## src/hdl/mppc_pkg.sv

```systemverilog
// Shared types and constants for the media payload pattern checker.
// Used by mppc_ctrl, mppc_dpath and media_payload_pattern_checker_top; no dependencies.
package mppc_pkg;

   // Payload size limit and the byte counter width that holds it
   localparam int unsigned MAX_PAYLOAD_BYTES = 131072;
   localparam int unsigned POS_W = $clog2(MAX_PAYLOAD_BYTES + 1);

   typedef logic [POS_W-1:0] pos_type;

   // Lead byte codes
   localparam logic [7:0] LEAD_AUDIO       = 8'hAF;
   localparam logic [7:0] LEAD_VIDEO_KEY   = 8'h17;
   localparam logic [7:0] LEAD_VIDEO_INTER = 8'h27;

   // Packet type codes
   localparam logic [7:0] KIND_HEADER = 8'h00;
   localparam logic [7:0] KIND_DATA   = 8'h01;

   // Expected byte 5 of a video header packet
   localparam logic [7:0] HDR_VERSION = 8'h01;

   // Unit header tags
   localparam logic [7:0] TAG_KEY   = 8'h65;
   localparam logic [7:0] TAG_INTER = 8'h41;

   // Byte positions within a payload
   localparam pos_type POS_LEAD      = pos_type'(0);
   localparam pos_type POS_KIND      = pos_type'(1);
   localparam pos_type POS_AUDIO_LEN = pos_type'(3);
   localparam pos_type POS_VID_MIN   = pos_type'(4);
   localparam pos_type POS_LEN_FIRST = pos_type'(5);
   localparam pos_type POS_LEN_LAST  = pos_type'(8);
   localparam pos_type POS_TAG       = pos_type'(9);
   localparam pos_type AUDIO_BODY    = pos_type'(2);
   localparam pos_type VIDEO_BODY    = pos_type'(10);
   localparam pos_type POS_LIMIT     = pos_type'(MAX_PAYLOAD_BYTES);

   // Pattern mix constants
   localparam logic [31:0] MIX_K1 = 32'd2654435761;
   localparam logic [31:0] MIX_K2 = 32'd40503;
   localparam logic [31:0] MIX_K3 = 32'd1274126177;
   localparam logic [31:0] LEN_BIAS = 32'd8;

   // Commands from controller to datapath
   typedef struct packed {
      logic accept;   // latch a new beat and form the first mix product
      logic commit;   // fold the beat into the payload state
   } ctl_cmd_type;

   // Status from datapath to controller
   typedef struct packed {
      logic last;     // held beat closes the payload
   } dp_status_type;

endpackage

```

## src/hdl/media_payload_pattern_checker_top.sv

```systemverilog
// Media payload pattern checker: one pass/fail verdict per byte-serial payload.
// Verdicts are registered; a held closing byte commits once the result slot is free.
// A new byte waits until the held one commits; the first of two dependent 32-bit mix
// multiplies is registered; a pending verdict stalls only a closing byte.
// Reset (synchronous, active high) clears the payload state and the result slot.
// Depends on mppc_pkg, mppc_ctrl and mppc_dpath.
module media_payload_pattern_checker_top (
   input  logic       clock,
   input  logic       reset,
   input  logic       req_valid,
   output logic       req_stall,
   input  logic [7:0] req_data_byte,
   input  logic       req_last_byte,
   output logic       rsp_valid,
   input  logic       rsp_stall,
   output logic       rsp_payload_ok
);

   mppc_pkg::ctl_cmd_type   cmd;
   mppc_pkg::dp_status_type status;

   mppc_ctrl u_ctrl (
      .clock     (clock),
      .reset     (reset),
      .req_valid (req_valid),
      .req_stall (req_stall),
      .rsp_valid (rsp_valid),
      .rsp_stall (rsp_stall),
      .cmd       (cmd),
      .status    (status)
   );

   mppc_dpath u_dpath (
      .clock          (clock),
      .reset          (reset),
      .req_data_byte  (req_data_byte),
      .req_last_byte  (req_last_byte),
      .cmd            (cmd),
      .status         (status),
      .rsp_payload_ok (rsp_payload_ok)
   );

endmodule

```

## src/hdl/mppc_ctrl.sv

```systemverilog
// Controller for the media payload pattern checker: beat sequencing and result slot.
// Depends on mppc_pkg.
module mppc_ctrl (
   input  logic                    clock,
   input  logic                    reset,
   input  logic                    req_valid,
   output logic                    req_stall,
   output logic                    rsp_valid,
   input  logic                    rsp_stall,
   output mppc_pkg::ctl_cmd_type   cmd,
   input  mppc_pkg::dp_status_type status
);

   localparam logic S_IDLE = 1'b0;
   localparam logic S_WORK = 1'b1;

   logic state_ff, state_in;
   logic rsp_valid_ff, rsp_valid_in;
   logic slot_free;

   // Result slot frees when empty or when its beat is taken now
   assign slot_free = !rsp_valid_ff || !rsp_stall;

   // Issue commands
   always_comb begin
      cmd.accept = (state_ff == S_IDLE) && req_valid;
      cmd.commit = (state_ff == S_WORK) && (!status.last || slot_free);
   end

   // Advance the state
   always_comb begin
      state_in = state_ff;
      unique case (state_ff)
         S_IDLE: begin
            if (cmd.accept) state_in = S_WORK;
         end
         S_WORK: begin
            if (cmd.commit) state_in = S_IDLE;
         end
         default: state_in = S_IDLE;
      endcase
   end

   // Hold the result until taken
   always_comb begin
      if (cmd.commit && status.last) begin
         rsp_valid_in = 1'b1;
      end else begin
         rsp_valid_in = rsp_valid_ff && rsp_stall;
      end
   end

   always_ff @(posedge clock) begin
      if (reset) begin
         state_ff     <= S_IDLE;
         rsp_valid_ff <= 1'b0;
      end else begin
         state_ff     <= state_in;
         rsp_valid_ff <= rsp_valid_in;
      end
   end

   assign req_stall = (state_ff != S_IDLE);
   assign rsp_valid = rsp_valid_ff;

endmodule

```

## src/hdl/mppc_dpath.sv

```systemverilog
// Datapath for the media payload pattern checker: payload state, pattern mix, verdict.
// Depends on mppc_pkg.
module mppc_dpath (
   input  logic                     clock,
   input  logic                     reset,
   input  logic [7:0]               req_data_byte,
   input  logic                     req_last_byte,
   input  mppc_pkg::ctl_cmd_type    cmd,
   output mppc_pkg::dp_status_type  status,
   output logic                     rsp_payload_ok
);

   // Held beat and first mix product
   logic [7:0]  data_ff;
   logic        last_ff;
   logic [31:0] mix1_ff, mix1_in;

   // Payload state
   mppc_pkg::pos_type pos_ff, pos_in;
   logic [7:0]  lead_ff, lead_in;
   logic [7:0]  kind_ff, kind_in;
   logic [31:0] ulen_ff, ulen_in;
   logic [7:0]  tag_ff, tag_in;
   logic        fail_ff, fail_in;
   logic        ok_ff;

   mppc_pkg::pos_type body_pos;
   logic [7:0]  mix_tag;
   logic [31:0] mix_shr, mix2;
   logic [7:0]  pattern;
   logic        sat;
   logic        lead_known;
   logic        shape_ok;
   logic [31:0] len_expect;

   // First stage: position and tag into one word
   always_comb begin
      if (lead_ff == mppc_pkg::LEAD_AUDIO) begin
         body_pos = pos_ff - mppc_pkg::AUDIO_BODY;
         mix_tag  = mppc_pkg::LEAD_AUDIO;
      end else begin
         body_pos = pos_ff - mppc_pkg::VIDEO_BODY;
         mix_tag  = tag_ff;
      end
      mix1_in = 32'(body_pos) * mppc_pkg::MIX_K1 + 32'(mix_tag) * mppc_pkg::MIX_K2;
   end

   // Second stage: xorshift, multiply, fold to a byte
   always_comb begin
      mix_shr = mix1_ff ^ (mix1_ff >> 13);
      mix2    = mix_shr * mppc_pkg::MIX_K3;
      pattern = mix2[7:0] ^ mix2[23:16];
   end

   always_ff @(posedge clock) begin
      if (cmd.accept) begin
         data_ff <= req_data_byte;
         last_ff <= req_last_byte;
         mix1_ff <= mix1_in;
      end
   end

   assign status.last = last_ff;

   // Fold the held beat into the payload state
   always_comb begin
      sat     = (pos_ff >= mppc_pkg::POS_LIMIT);
      pos_in  = pos_ff;
      lead_in = lead_ff;
      kind_in = kind_ff;
      ulen_in = ulen_ff;
      tag_in  = tag_ff;
      fail_in = fail_ff;
      lead_known = (data_ff == mppc_pkg::LEAD_AUDIO) ||
                   (data_ff == mppc_pkg::LEAD_VIDEO_KEY) ||
                   (data_ff == mppc_pkg::LEAD_VIDEO_INTER);
      if (sat) begin
         fail_in = 1'b1;
      end else begin
         pos_in = pos_ff + mppc_pkg::pos_type'(1);
         priority if (pos_ff == mppc_pkg::POS_LEAD) begin
            lead_in = data_ff;
            if (!lead_known) fail_in = 1'b1;
         end else if (pos_ff == mppc_pkg::POS_KIND) begin
            kind_in = data_ff;
            if (data_ff != mppc_pkg::KIND_HEADER && data_ff != mppc_pkg::KIND_DATA) begin
               fail_in = 1'b1;
            end
         end else if (lead_ff == mppc_pkg::LEAD_AUDIO) begin
            if (kind_ff == mppc_pkg::KIND_DATA && data_ff != pattern) fail_in = 1'b1;
         end else if (kind_ff == mppc_pkg::KIND_HEADER) begin
            if (pos_ff == mppc_pkg::POS_LEN_FIRST && data_ff != mppc_pkg::HDR_VERSION) begin
               fail_in = 1'b1;
            end
         end else if (pos_ff >= mppc_pkg::POS_LEN_FIRST && pos_ff <= mppc_pkg::POS_LEN_LAST) begin
            ulen_in = {ulen_ff[23:0], data_ff};
         end else if (pos_ff == mppc_pkg::POS_TAG) begin
            tag_in = data_ff;
            if (lead_ff == mppc_pkg::LEAD_VIDEO_KEY) begin
               if (data_ff != mppc_pkg::TAG_KEY) fail_in = 1'b1;
            end else begin
               if (data_ff != mppc_pkg::TAG_INTER) fail_in = 1'b1;
            end
         end else if (pos_ff >= mppc_pkg::VIDEO_BODY) begin
            if (data_ff != pattern) fail_in = 1'b1;
         end
      end
   end

   // Judge length and layout on the closing beat
   always_comb begin
      len_expect = 32'(pos_ff) - mppc_pkg::LEN_BIAS;
      if (lead_in == mppc_pkg::LEAD_AUDIO) begin
         if (pos_ff == mppc_pkg::POS_LEAD) begin
            shape_ok = 1'b0;
         end else if (kind_in == mppc_pkg::KIND_HEADER) begin
            shape_ok = (pos_ff == mppc_pkg::POS_AUDIO_LEN);
         end else begin
            shape_ok = 1'b1;
         end
      end else if (pos_ff < mppc_pkg::POS_VID_MIN) begin
         shape_ok = 1'b0;
      end else if (kind_in == mppc_pkg::KIND_HEADER) begin
         shape_ok = (pos_ff >= mppc_pkg::POS_LEN_FIRST);
      end else begin
         shape_ok = (pos_ff >= mppc_pkg::POS_TAG) && (ulen_in != '0) &&
                    (ulen_in == len_expect);
      end
   end

   // Commit: clear after a verdict, else keep the updated state
   always_ff @(posedge clock) begin
      if (reset) begin
         pos_ff  <= '0;
         lead_ff <= '0;
         kind_ff <= '0;
         ulen_ff <= '0;
         tag_ff  <= '0;
         fail_ff <= 1'b0;
      end else if (cmd.commit) begin
         if (last_ff) begin
            pos_ff  <= '0;
            lead_ff <= '0;
            kind_ff <= '0;
            ulen_ff <= '0;
            tag_ff  <= '0;
            fail_ff <= 1'b0;
         end else begin
            pos_ff  <= pos_in;
            lead_ff <= lead_in;
            kind_ff <= kind_in;
            ulen_ff <= ulen_in;
            tag_ff  <= tag_in;
            fail_ff <= fail_in;
         end
      end
   end

   // Result register
   always_ff @(posedge clock) begin
      if (cmd.commit && last_ff) begin
         ok_ff <= !fail_in && shape_ok;
      end
   end

   assign rsp_payload_ok = ok_ff;

endmodule

```

## config.mk

```make
export PLATFORM = sky130hd
export DESIGN_NAME = media_payload_pattern_checker_top
export DESIGN_NICKNAME = d
export VERILOG_FILES = /design/src/hdl/mppc_pkg.sv /design/src/hdl/media_payload_pattern_checker_top.sv /design/src/hdl/mppc_ctrl.sv /design/src/hdl/mppc_dpath.sv
export SDC_FILE = /design/constraint.sdc
export NUM_CORES = 1
export LEC_CHECK = 0
export BUFFER_PORTS_ARGS = -buffer_cell sky130_fd_sc_hd__buf_2
export CORE_MARGIN = 2
export CORE_UTILIZATION = 58
export DETAILED_ROUTE_END_ITERATION = 7
export PLACE_DENSITY_LB_ADDON = 0.12
export SKIP_CTS_REPAIR_TIMING = 1
export SYNTH_ARGS = -nofsm -noshare
export SYNTH_HDL_FRONTEND = slang
export SYNTH_SLANG_ARGS = --single-unit
```

## constraint.sdc

```tcl
create_clock -name clock -period 10.2 [get_ports clock]
set_clock_uncertainty 0.05 [all_clocks]
set_input_delay 0.51 -clock clock [delete_from_list [all_inputs] [get_ports clock]]
set_output_delay 0.51 -clock clock [all_outputs]
set_load 0.1 [all_outputs]
```

* Yosys cells after proc, flatten, opt, wreduce, memory -nomap -nowiden
Cells that the tools add are included.
Storage, ports and cells: output and inout bits 3, register bits 119, input bits 13
Operators by class: add/sub/neg operators 5, multiplexer cells 52, multipliers 3, magnitude comparators 6, reductions and logical operators 27, bitwise operators 3, equal/unequal tests 22
Operators with widths (count):
- 2-to-1 mux 32 bit | 7
- 2-to-1 mux 8 bit | 16
- 2-to-1 mux 18 bit | 3
- greater-or-equal comparator 18 x 4 -> 1 bit, second input constant | 2
- adder 32 x 24 -> 32 bit | 1
- == test 32 bit | 1
- multiplier 18 x 32 -> 32 bit, second input constant | 1
- multiplier 32 x 31 -> 24 bit, second input constant | 1
- nonzero test 32 bit | 1
- bitwise XOR 32 x 19 -> 32 bit | 1
- 2-to-1 mux 1 bit | 25
- == test 8 bit, second input constant | 3
- multiplier 8 x 16 -> 24 bit, second input constant | 1
- subtractor 18 x 4 -> 19 bit, second input constant | 1
- adder 18 x 1 -> 18 bit, second input constant | 1
- == test 18 x 1 -> 1 bit, second input constant | 1
- == test 18 x 2 -> 1 bit, second input constant | 1
- == test 18 x 3 -> 1 bit, second input constant | 1
- == test 18 x 4 -> 1 bit, second input constant | 1
- greater-or-equal comparator 18 bit, second input constant | 1
- greater-or-equal comparator 18 x 3 -> 1 bit, second input constant | 1
- <= comparator 18 x 4 -> 1 bit, second input constant | 1
- logical NOT 18 bit | 1
- less-than comparator 18 x 3 -> 1 bit, second input constant | 1
- other kinds (20) | 44

* Logic depth before layout (Yosys ltp)
Gate-level depths: netlist of the first run.
depth in word-level cells 15, depth in mapped cells 32, gate-level depth less buffers 31

* Hierarchy
Synthesis of the first run repeated with hierarchy kept, for this count alone.
Second synthesis, totals: cell total of the unflattened synthesis 2012, area, all modules 19737.7 µm²
By module, submodules not included:
- mppc_dpath | instances 1, area an instance 19655.1 µm², sequential area each 2762.6 µm², cells an instance 2002
- mppc_ctrl | instances 1, area an instance 82.6 µm², sequential area each 40.0 µm², cells an instance 10

* Worst setup path after synthesis of the first run
OpenSTA, ideal clock, no wires.
path kind reg-to-reg, start point reg u_dpath.pos_ff[3], end point reg u_dpath.mix1_ff[31], data pin, required time 9.890 ns, path slack 2.137 ns, arrival time 7.753 ns, cell stages (with the launch flop) 31, buffers on the path 1, cells stage by stage dfxtp_1 buf_2 inv_1 ha_1 nand2_1 nor3_1 a31oi_1 or3_1 xnor2_1 inv_1 fa_1 inv_1 fa_1 inv_1 fa_1 inv_1 fa_1 fa_1 fa_1 inv_1 fa_1 ha_1 a2111o_1 nor3_1 nand2_1 o21bai_1 nand3_1 o221ai_1 o41ai_1 o21ai_0 xnor2_1
Between the ends: longest elaborated chain between the ends 4
RTL lines:
- start: declaration | line mppc_dpath.sv:19 | mppc_pkg::pos_type pos_ff, pos_in;
- start signal: assignment | line mppc_dpath.sv:149 | pos_ff <= pos_in;
- subtractor 18 x 4 -> 18 bit or subtractor 18 x 2 -> 18 bit (tied branches) | line mppc_dpath.sv:42, mppc_dpath.sv:39
- 2-to-1 mux 18 bit * | line mppc_dpath.sv:38 | if (lead_ff == mppc_pkg::LEAD_AUDIO) begin
- multiplier 18 x 32 -> 32 bit * | line mppc_dpath.sv:45 | mix1_in = 32'(body_pos) * mppc_pkg::MIX_K1 + 32'(mix_tag) * mppc_pkg::MIX_K2;
- adder 32 x 24 -> 32 bit * | line mppc_dpath.sv:45
- named net u_dpath.mix1_in[31] | line mppc_dpath.sv:16 | logic [31:0] mix1_ff, mix1_in;
- end signal: assignment | line mppc_dpath.sv:59 | mix1_ff <= mix1_in;
- end: declaration | line mppc_dpath.sv:16
The timed path passes the listed nets; every way through them passes the cells marked *. A chain may end at the register's enable or synchronous reset.

* Final worst setup path of the first run
Ends and elaborated chain as after synthesis.

==> summary.txt, run 1 <==
Run status
  – Status: finished, final reports clean

GRT
  – First-pass GRT wire length: 80400 um
  – Initial antenna violation count: 0
  – Gr ovfl total: 0
  – Total GRT Usage: 29.6%
  – Vias in the first global route: 14400
  – Largest net degree at the start of global routing: 41

Clock network
  – Register clock-pin slew on the reported worst setup and hold paths: 0.06 ns
  – CTS tree: yes
  – Inserted Clock Buffers: 17
  – Root buf cell: clkbuf_16
  – CTS max path bufs: 2
  – Clock latency at the later pin of the worst-skew pair: 0.44 ns
  – H-tree depth: 4
  – TritonCTS Sinks: 119

Placement
  – Post-DP HPWL: 42000 um
  – GPL Wtd Cong: 1.04
  – Port buffer count: 15
  – Place WS: 1.29 ns

Logic synthesis
  – Main synth FF type: dfxtp_1
  – Average size of a mapped cell: 10.1 sq um
  – Ys Warns: 0
  – Mapped Nets: 2601
  – Distinct cell type count after synthesis: 87
  – Mapped Area: 0.0199 sq mm
  – FFs w/ async S/R, synth: 0%
  – Number of synthesized register bits: 119
  – Cells after Synth: 1972
  – Post-synthesis sequential area ratio: 14.1%
  – Number of synthesized flops with an enable pin: 42

Floorplanning
  – Die X: 189 um
  – Initial Util: 59.2%
  – Row cnt: 67
  – Core area: 0.0336 sq mm
  – Die span in y: 189 um
  – Die area: 0.0358 sq mm
  – Top Ports: 16

Worst setup path
  – Slowest cell on crit path: dfxtp_1
  – Kind of critical path: reg2reg
  – Worst setup EP type: register
  – Worst path max stage delay: 0.80 ns
  – WP data required: 10.31 ns
  – Top cell by count, worst path: fa_1
  – CP startpoint kind: register
  – Worst Path Max Fanout: 17
  – Worst EP arrival: 9.06 ns

Route
  – Post-DRT Antenna Nets: 0
  – Vias per inst: 5.57
  – Detailed Routing Iterations Pass 1: 5
  – Drc violations: 0
  – Via count: 13600
  – Post-DR wirelength/cell: 20.1 um
  – Routed WL: 49100 um
  – Drt initial violations: 1133

Run
  – Max-cap viol count: 0

Final layout
  – Commonest non-fill, non-tap cell in the layout: inv_1
  – Area delta synth->final: 5.47%
  – Nets@finish: 2608
  – Layout cells sized above 1: 5.17%
  – Most frequent cells in the layout: 512 x inv_1, 314 x fa_1, 302 x ha_1
  – # diodes: 0

Timing
  – Setup WS post-layout: 1.26 ns
  – Relative slew slack: 17.5%
  – Unrepaired setup endpoints after global routing: false
  – Tmin final: 8.94 ns
  – Worst-Margin Slew: 1.23 ns
  – Slew Limit Fails: 0
  – Post-Route Setup TNS: 0 ns
  – Final hold violations: 0
  – Final worst path period share: 87.7%
  – Final setup viols: 0
  – Highest clock rate: 0.112 GHz

Min path
  – Min-Delay Path Class: in2reg
[cell families (layout without fill, tap and decap cells)]
kind of cell    Yosys count  in the layout  synth area share, %
mux                       5              5                0.252
compound gates          218            218                 8.21
buf+inv                 553            573                 10.9
fa+ha+maj               616            616                 50.6
simple gates            283            283                 7.73
flops                   119            119                 14.1
xor+xnor                178            178                 8.22
[metal layers]
| metal | up-vias | share of wire, % | global-route usage [%] |
|---|---|---|---|
| met4 | 0 | 2.0 | 7.33 |
| li1 | 6305 | - | - |
| met5 | - | 0 | 0 |
| met1 | 6852 | 46 | 43.4 |
| met3 | 56 | 5.2 | 3.52 |
| met2 | 389 | 46 | 46.8 |
[layout make-up]
| class | instances | area [sq um] |
|---|---|---|
| multi-input combinational | 1300 | 14900 |
| clock inverter | 15 | 153 |
| inverter | 512 | 1920 |
| tap | 448 | 561 |
| sequential | 119 | 2800 |
| clock buffer | 17 | 425 |
| timing repair buffer | 29 | 180 |
| fill | 2832 | 12600 |
[registers in the layout (all words and copies together) (netlist names)]
register                count
u_dpath.mix1_ff            32
u_dpath.tag_ff              8
u_ctrl.rsp_valid            1
u_dpath.lead_ff             8
u_dpath.data_ff             8
u_dpath.rsp_payload_ok      1
u_dpath.ulen_ff            32
u_dpath.pos_ff             18
u_dpath.status              1
u_dpath.fail_ff             1
u_ctrl.req_stall            1
u_dpath.kind_ff             8
[synthesized netlist by cell type, types with 17 or more instances]
master	n	share of area, %
a22o_1	49	2.2
a21oi_1	36	0.91
edfxtp_1	42	6.3
fa_1	314	32
nand3_1	22	0.55
inv_1	512	9.7
dfxtp_1	77	7.8
nor4_1	17	0.53
xor2_1	60	2.6
nand2_1	53	1.0
nor2_1	84	1.6
ha_1	302	19
a21o_1	17	0.64
clkbuf_1	23	0.43
o21ai_0	19	0.48
xnor2_1	113	5.0
nor3_1	17	0.43
[through the flow]
stage / util [%] / hold WS [ns] / cells / cell area, sq um
floorplan: - / 0.384 / 1972 / 19900
global placement: 60.7 / 0.398 / 2408 / 20400
detailed placement: 60.7 / 0.412 / 2408 / 20400
CTS: 62.4 / 0.194 / 2440 / 21000
global route: 62.4 / 0.198 / 2440 / 21000
finish: 62.4 / 0.201 / 2440 / 21000
[path summary, 6_finish.rpt]
kind	startpoint	end	slack, ns	depth (start not counted)
min	req_last_byte	u_dpath.status	0.20	1
min reg2reg	u_dpath.ulen_ff[31]	u_dpath.ulen_ff[31]	0.43	1
max reg2reg	u_dpath.pos_ff[3]	u_dpath.mix1_ff[31]	1.26	29
max	u_dpath.pos_ff[3]	u_dpath.mix1_ff[31]	1.26	29
[critical path: cells and delay by family, from the launching register on]
| family | cells | cell delay [ns] |
|---|---|---|
| AOI/OAI and AO/OA | 6 | 1.63 |
| xor gates and xnor gates | 2 | 0.42 |
| adders and majority gates | 9 | 4.31 |
| buffers and inverters | 6 | 0.72 |
| DFF | 1 | 0.80 |
| and+or+nand+nor | 6 | 0.76 |
Power of run 1 is not shown: default switching activity piles up to over one toggle a cycle in this logic, so the estimate is an artifact.
==> run 2, diff against run 1 <==
--- a/config.mk
+++ b/config.mk
@@ -10,6 +10,7 @@
 export CORE_UTILIZATION = 58
 export DETAILED_ROUTE_END_ITERATION = 7
 export PLACE_DENSITY_LB_ADDON = 0.12
+export SETUP_SLACK_MARGIN = 0.5
 export SKIP_CTS_REPAIR_TIMING = 1
 export SYNTH_ARGS = -nofsm -noshare
 export SYNTH_HDL_FRONTEND = slang
==> constraint.sdc (replaced) <==
create_clock -name clock -period 7.9 [get_ports clock]
set_clock_uncertainty 0.05 [all_clocks]
set_input_delay 0.395 -clock clock [delete_from_list [all_inputs] [get_ports clock]]
set_output_delay 0.395 -clock clock [all_outputs]
set_load 0.1 [all_outputs]
==> summary.txt, run 2 (synthesis results as in run 1) <==
Clock network
  – TritonCTS Sinks: 119
  – CTS max path bufs: 2
  – Register clock-pin slew on the reported worst setup and hold paths: 0.07 ns
  – Root buf cell: clkbuf_16
  – Clock latency at the later pin of the worst-skew pair: 0.44 ns
  – Inserted Clock Buffers: 17
  – CTS tree: yes
  – H-tree depth: 4

Route
  – Post-DR wirelength/cell: 20.3 um
  – Post-DRT Antenna Nets: 0
  – Routed WL: 50900 um
  – Detailed Routing Iterations Pass 1: 4
  – Via count: 13900
  – Drt initial violations: 1102
  – Drc violations: 0
  – Vias per inst: 5.55

GRT
  – Total GRT Usage: 29.9%
  – Vias in the first global route: 14800
  – Gr ovfl total: 0
  – First-pass GRT wire length: 81000 um
  – Initial antenna violation count: 0
  – Largest net degree at the start of global routing: 36

Placement
  – GPL Wtd Cong: 1.00
  – Post-DP HPWL: 42800 um
  – Port buffer count: 15

Timing
  – Highest clock rate: 0.132 GHz
  – Final hold violations: 0
  – Worst-Margin Slew: 1.24 ns
  – Post-Route Setup TNS: 0 ns
  – Final worst path period share: 95.8%
  – Unrepaired setup endpoints after global routing: true
  – Relative slew slack: 17.2%
  – Tmin final: 7.57 ns
  – Final setup viols: 0
  – Slew Limit Fails: 0

Final layout
  – Area delta synth->final: 9.75%
  – Layout cells sized above 1: 11.3%
  – Fill cell count: 2734
  – Most frequent cells in the layout: 501 x inv_1, 307 x fa_1, 290 x ha_1
  – Commonest non-fill, non-tap cell in the layout: inv_1
  – Area used by multi-input combinational logic: 0.0153 sq mm
  – # diodes: 0
  – Largest registers: u_dpath.mix1_ff (32), u_dpath.ulen_ff (32), u_dpath.pos_ff (18)
  – Register area: 0.00281 sq mm
  – Nets@finish: 2669

Floorplanning
  – Die X: 189 um
  – Die area: 0.0358 sq mm
  – Core area: 0.0336 sq mm
  – Top Ports: 16
  – Initial Util: 59.2%
  – Die span in y: 189 um
  – Row cnt: 67

Worst setup path
  – Worst Path Max Fanout: 5
  – Setup crit end: u_dpath.mix1_ff[31]
  – R2r endpoint: u_dpath.mix1_ff[31]
  – Worst EP arrival: 7.71 ns
  – CP startpoint kind: register
  – Kind of critical path: reg2reg
  – Worst R2R Start: u_dpath.lead_ff[6]
  – Worst setup EP type: register
  – WP data required: 8.04 ns
  – Reg2Reg Depth: 27
  – CP Launch Point: u_dpath.lead_ff[6]
  – Worst R2R Setup Slack: 0.33 ns

Run
  – Max-cap viol count: 0

Min path
  – Min-Delay Path Class: in2reg
  – Hold Path Origin: req_data_byte[7]

Run status
  – Status: finished, final reports clean
run 2: critical path, stage by stage, from the launching register on:
cell	delay [ns]
dfxtp_2	0.32
nand4b_1	0.30
nor3_2	0.30
a31oi_4	0.06
or3_4	0.41
xnor2_4	0.17
inv_2	0.07
fa_1	0.56
inv_2	0.09
fa_1	0.53
inv_1	0.05
fa_1	0.47
inv_1	0.05
fa_1	0.51
fa_1	0.44
fa_1	0.51
inv_2	0.04
fa_1	0.56
ha_4	0.23
a2111o_1	0.39
nor3_2	0.16
nand2_1	0.08
o21bai_4	0.19
nand3_2	0.10
o221ai_2	0.11
o41ai_2	0.29
o21ai_1	0.14
xnor2_1	0.13
run 2: layer usage:
metal  global-route usage, %  share of wire [%]
met3                    4.19                5.6
met2                    49.2                 48
met4                    7.57                2.6
met1                    42.0                 44
met5                       0                  0
run 2: worst min-delay path by stage:
stage / to / cells past startpoint / slack (ns)
2_1_floorplan: u_dpath.lead_ff[6] / 1 / 0.38
3_3_place_gp: u_dpath.lead_ff[6] / 1 / 0.40
3_5_place_dp: u_dpath.lead_ff[2] / 1 / 0.41
4_1_cts: u_dpath.data_ff[6] / 1 / 0.08
5_1_grt: u_dpath.status / 1 / 0.08
6_report: u_dpath.data_ff[7] / 1 / 0.09
run 2: final cells by class:
cell class	instances	area share (%)
repair buffers	90	2.93
clock buffers	17	1.95
clock inverters	15	0.682
multi-input cells	1300	70.1
well taps	448	2.57
flip-flops and latches	119	12.9
inverters	512	8.88
run 2: metrics by stage:
step | std cells | cell area, sq um | hold slack (ns) | worst slack, ns | util, %
2_1_floorplan | 1972 | 20100 | 0.384 | 0.406 | -
3_3_place_gp | 2449 | 20900 | 0.398 | 0.183 | 62.1
3_5_place_dp | 2449 | 20900 | 0.410 | 0.0569 | 62.1
4_1_cts | 2481 | 21500 | 0.0807 | 0.00542 | 63.8
5_1_grt | 2501 | 21800 | 0.0838 | 0.0377 | 64.9
6_report | 2501 | 21800 | 0.0886 | 0.330 | 64.9
Power of run 2 is left out for the same reason.
==> run 3, diff against run 2 <==
--- a/config.mk
+++ b/config.mk
@@ -5,10 +5,11 @@
 export SDC_FILE = /design/constraint.sdc
 export NUM_CORES = 1
 export LEC_CHECK = 0
-export BUFFER_PORTS_ARGS = -buffer_cell sky130_fd_sc_hd__buf_2
 export CORE_MARGIN = 2
 export CORE_UTILIZATION = 58
 export DETAILED_ROUTE_END_ITERATION = 7
+export DONT_BUFFER_PORTS = 1
+export GPL_TIMING_DRIVEN = 1
 export PLACE_DENSITY_LB_ADDON = 0.12
 export SETUP_SLACK_MARGIN = 0.5
 export SKIP_CTS_REPAIR_TIMING = 1
==> summary.txt, run 3 (synthesis results as in run 1) <==
Timing
  – Post-Route Setup TNS: 0 ns
  – Slew Limit Fails: 0
  – Relative slew slack: 21.5%
  – Unrepaired setup endpoints after global routing: true
  – Worst-Margin Slew: 1.17 ns
  – Setup WS post-layout: 0.171 ns
  – Highest clock rate: 0.129 GHz
  – Final setup viols: 0
  – Final hold violations: 0
  – Final worst path period share: 97.8%
  – Tmin final: 7.73 ns

Worst setup path
  – Kind of critical path: reg2reg
  – Top cell by count, worst path: fa_1
  – CP startpoint kind: register
  – Worst EP arrival: 7.88 ns
  – Worst Path Max Fanout: 4
  – WP data required: 8.05 ns
  – Worst R2R Setup Slack: 0.17 ns
  – Worst path max stage delay: 0.60 ns
  – Worst setup EP type: register
  – Slowest cell on crit path: fa_1

GRT
  – Initial antenna violation count: 0
  – First-pass GRT wire length: 80400 um
  – Gr ovfl total: 0
  – Total GRT Usage: 29.5%
  – Largest net degree at the start of global routing: 42
  – Vias in the first global route: 14700

Final layout
  – Fill cell count: 2746
  – Layout cells sized above 1: 9.96%
  – Most frequent cells in the layout: 501 x inv_1, 312 x fa_1, 293 x ha_1
  – Register area: 0.00281 sq mm
  – Commonest non-fill, non-tap cell in the layout: inv_1
  – Nets@finish: 2665
  – Area delta synth->final: 9.92%
  – Area used by multi-input combinational logic: 0.0153 sq mm
  – Largest registers: u_dpath.mix1_ff (32), u_dpath.ulen_ff (32), u_dpath.pos_ff (18)
  – # diodes: 0

Route
  – Post-DR wirelength/cell: 20.0 um
  – Detailed Routing Iterations Pass 1: 6
  – Routed WL: 49800 um
  – Vias per inst: 5.53
  – Drc violations: 0
  – Via count: 13800
  – WL met1: 21900 um
  – Met2 Wirelength: 23700 um
  – Drt initial violations: 1058
  – Highest metal used: met4
  – Post-DRT Antenna Nets: 0
  – Met3 wire len: 2970 um

Floorplanning
  – Core area: 0.0336 sq mm
  – Die area: 0.0358 sq mm
  – Die X: 189 um
  – Initial Util: 59.2%
  – Top Ports: 16
  – Die span in y: 189 um
  – Row cnt: 67

Clock network
  – TritonCTS Sinks: 119
  – Root buf cell: clkbuf_16
  – Register clock-pin slew on the reported worst setup and hold paths: 0.06 ns
  – H-tree depth: 4
  – Inserted Clock Buffers: 17
  – CTS tree: yes
  – CTS max path bufs: 2
  – Clock latency at the later pin of the worst-skew pair: 0.44 ns

Run
  – Max-cap viol count: 0

Placement
  – Post-DP HPWL: 42300 um
  – Port buffer count: 0
  – GPL Wtd Cong: 0.970
  – Place WS: 0.0918 ns

Run status
  – Status: finished, final reports clean

Min path
  – Min-Delay Path Class: in2reg
==> run 3: cell type report <==
class / instances / share of cell area (%)
clock inverters: 11 / 0.607
repair buffers: 86 / 3.07
well taps: 448 / 2.56
clock buffers: 21 / 2.26
inverters: 512 / 8.85
multi-input cells: 1300 / 69.8
flip-flops and latches: 119 / 12.8
==> run 3: stage by stage <==
step	hold slack, ns	cell area, sq um	util [%]	instances
2_1_floorplan	0.384	20100	-	1972
3_3_place_gp	0.398	20800	61.9	2433
3_5_place_dp	0.417	20800	61.9	2433
4_1_cts	-0.0505	21400	63.7	2465
5_1_grt	0.0280	21900	65.0	2497
6_report	0.0297	21900	65.0	2497
==> run 3: metal layers <==
metal | GRT usage [%] | vias to the layer above
met5 | 0 | -
met4 | 8.02 | 0
met3 | 5.78 | 88
met2 | 47.9 | 425
met1 | 40.4 | 6884
li1 | - | 6412
==> run 3: critical path, delay by kind of cell (launching register included) <==
| kind | cells | cell delay (ns) |
|---|---|---|
| simple gates | 6 | 1.24 |
| buf+inv | 6 | 0.50 |
| compound gates | 6 | 1.16 |
| flops | 1 | 0.32 |
| xor+xnor | 2 | 0.31 |
| fa+ha+maj | 8 | 3.89 |
==> run 3: final timing paths <==
path,from,endpoint,cells past startpoint
setup reg to reg,u_dpath.lead_ff[6],u_dpath.mix1_ff[31],28
hold / removal,req_valid,u_ctrl.req_stall,2
hold reg to reg,u_dpath.ulen_ff[30],u_dpath.ulen_ff[30],1
setup / recovery,u_dpath.lead_ff[6],u_dpath.mix1_ff[31],28
Power of run 3 is left out for the same reason.
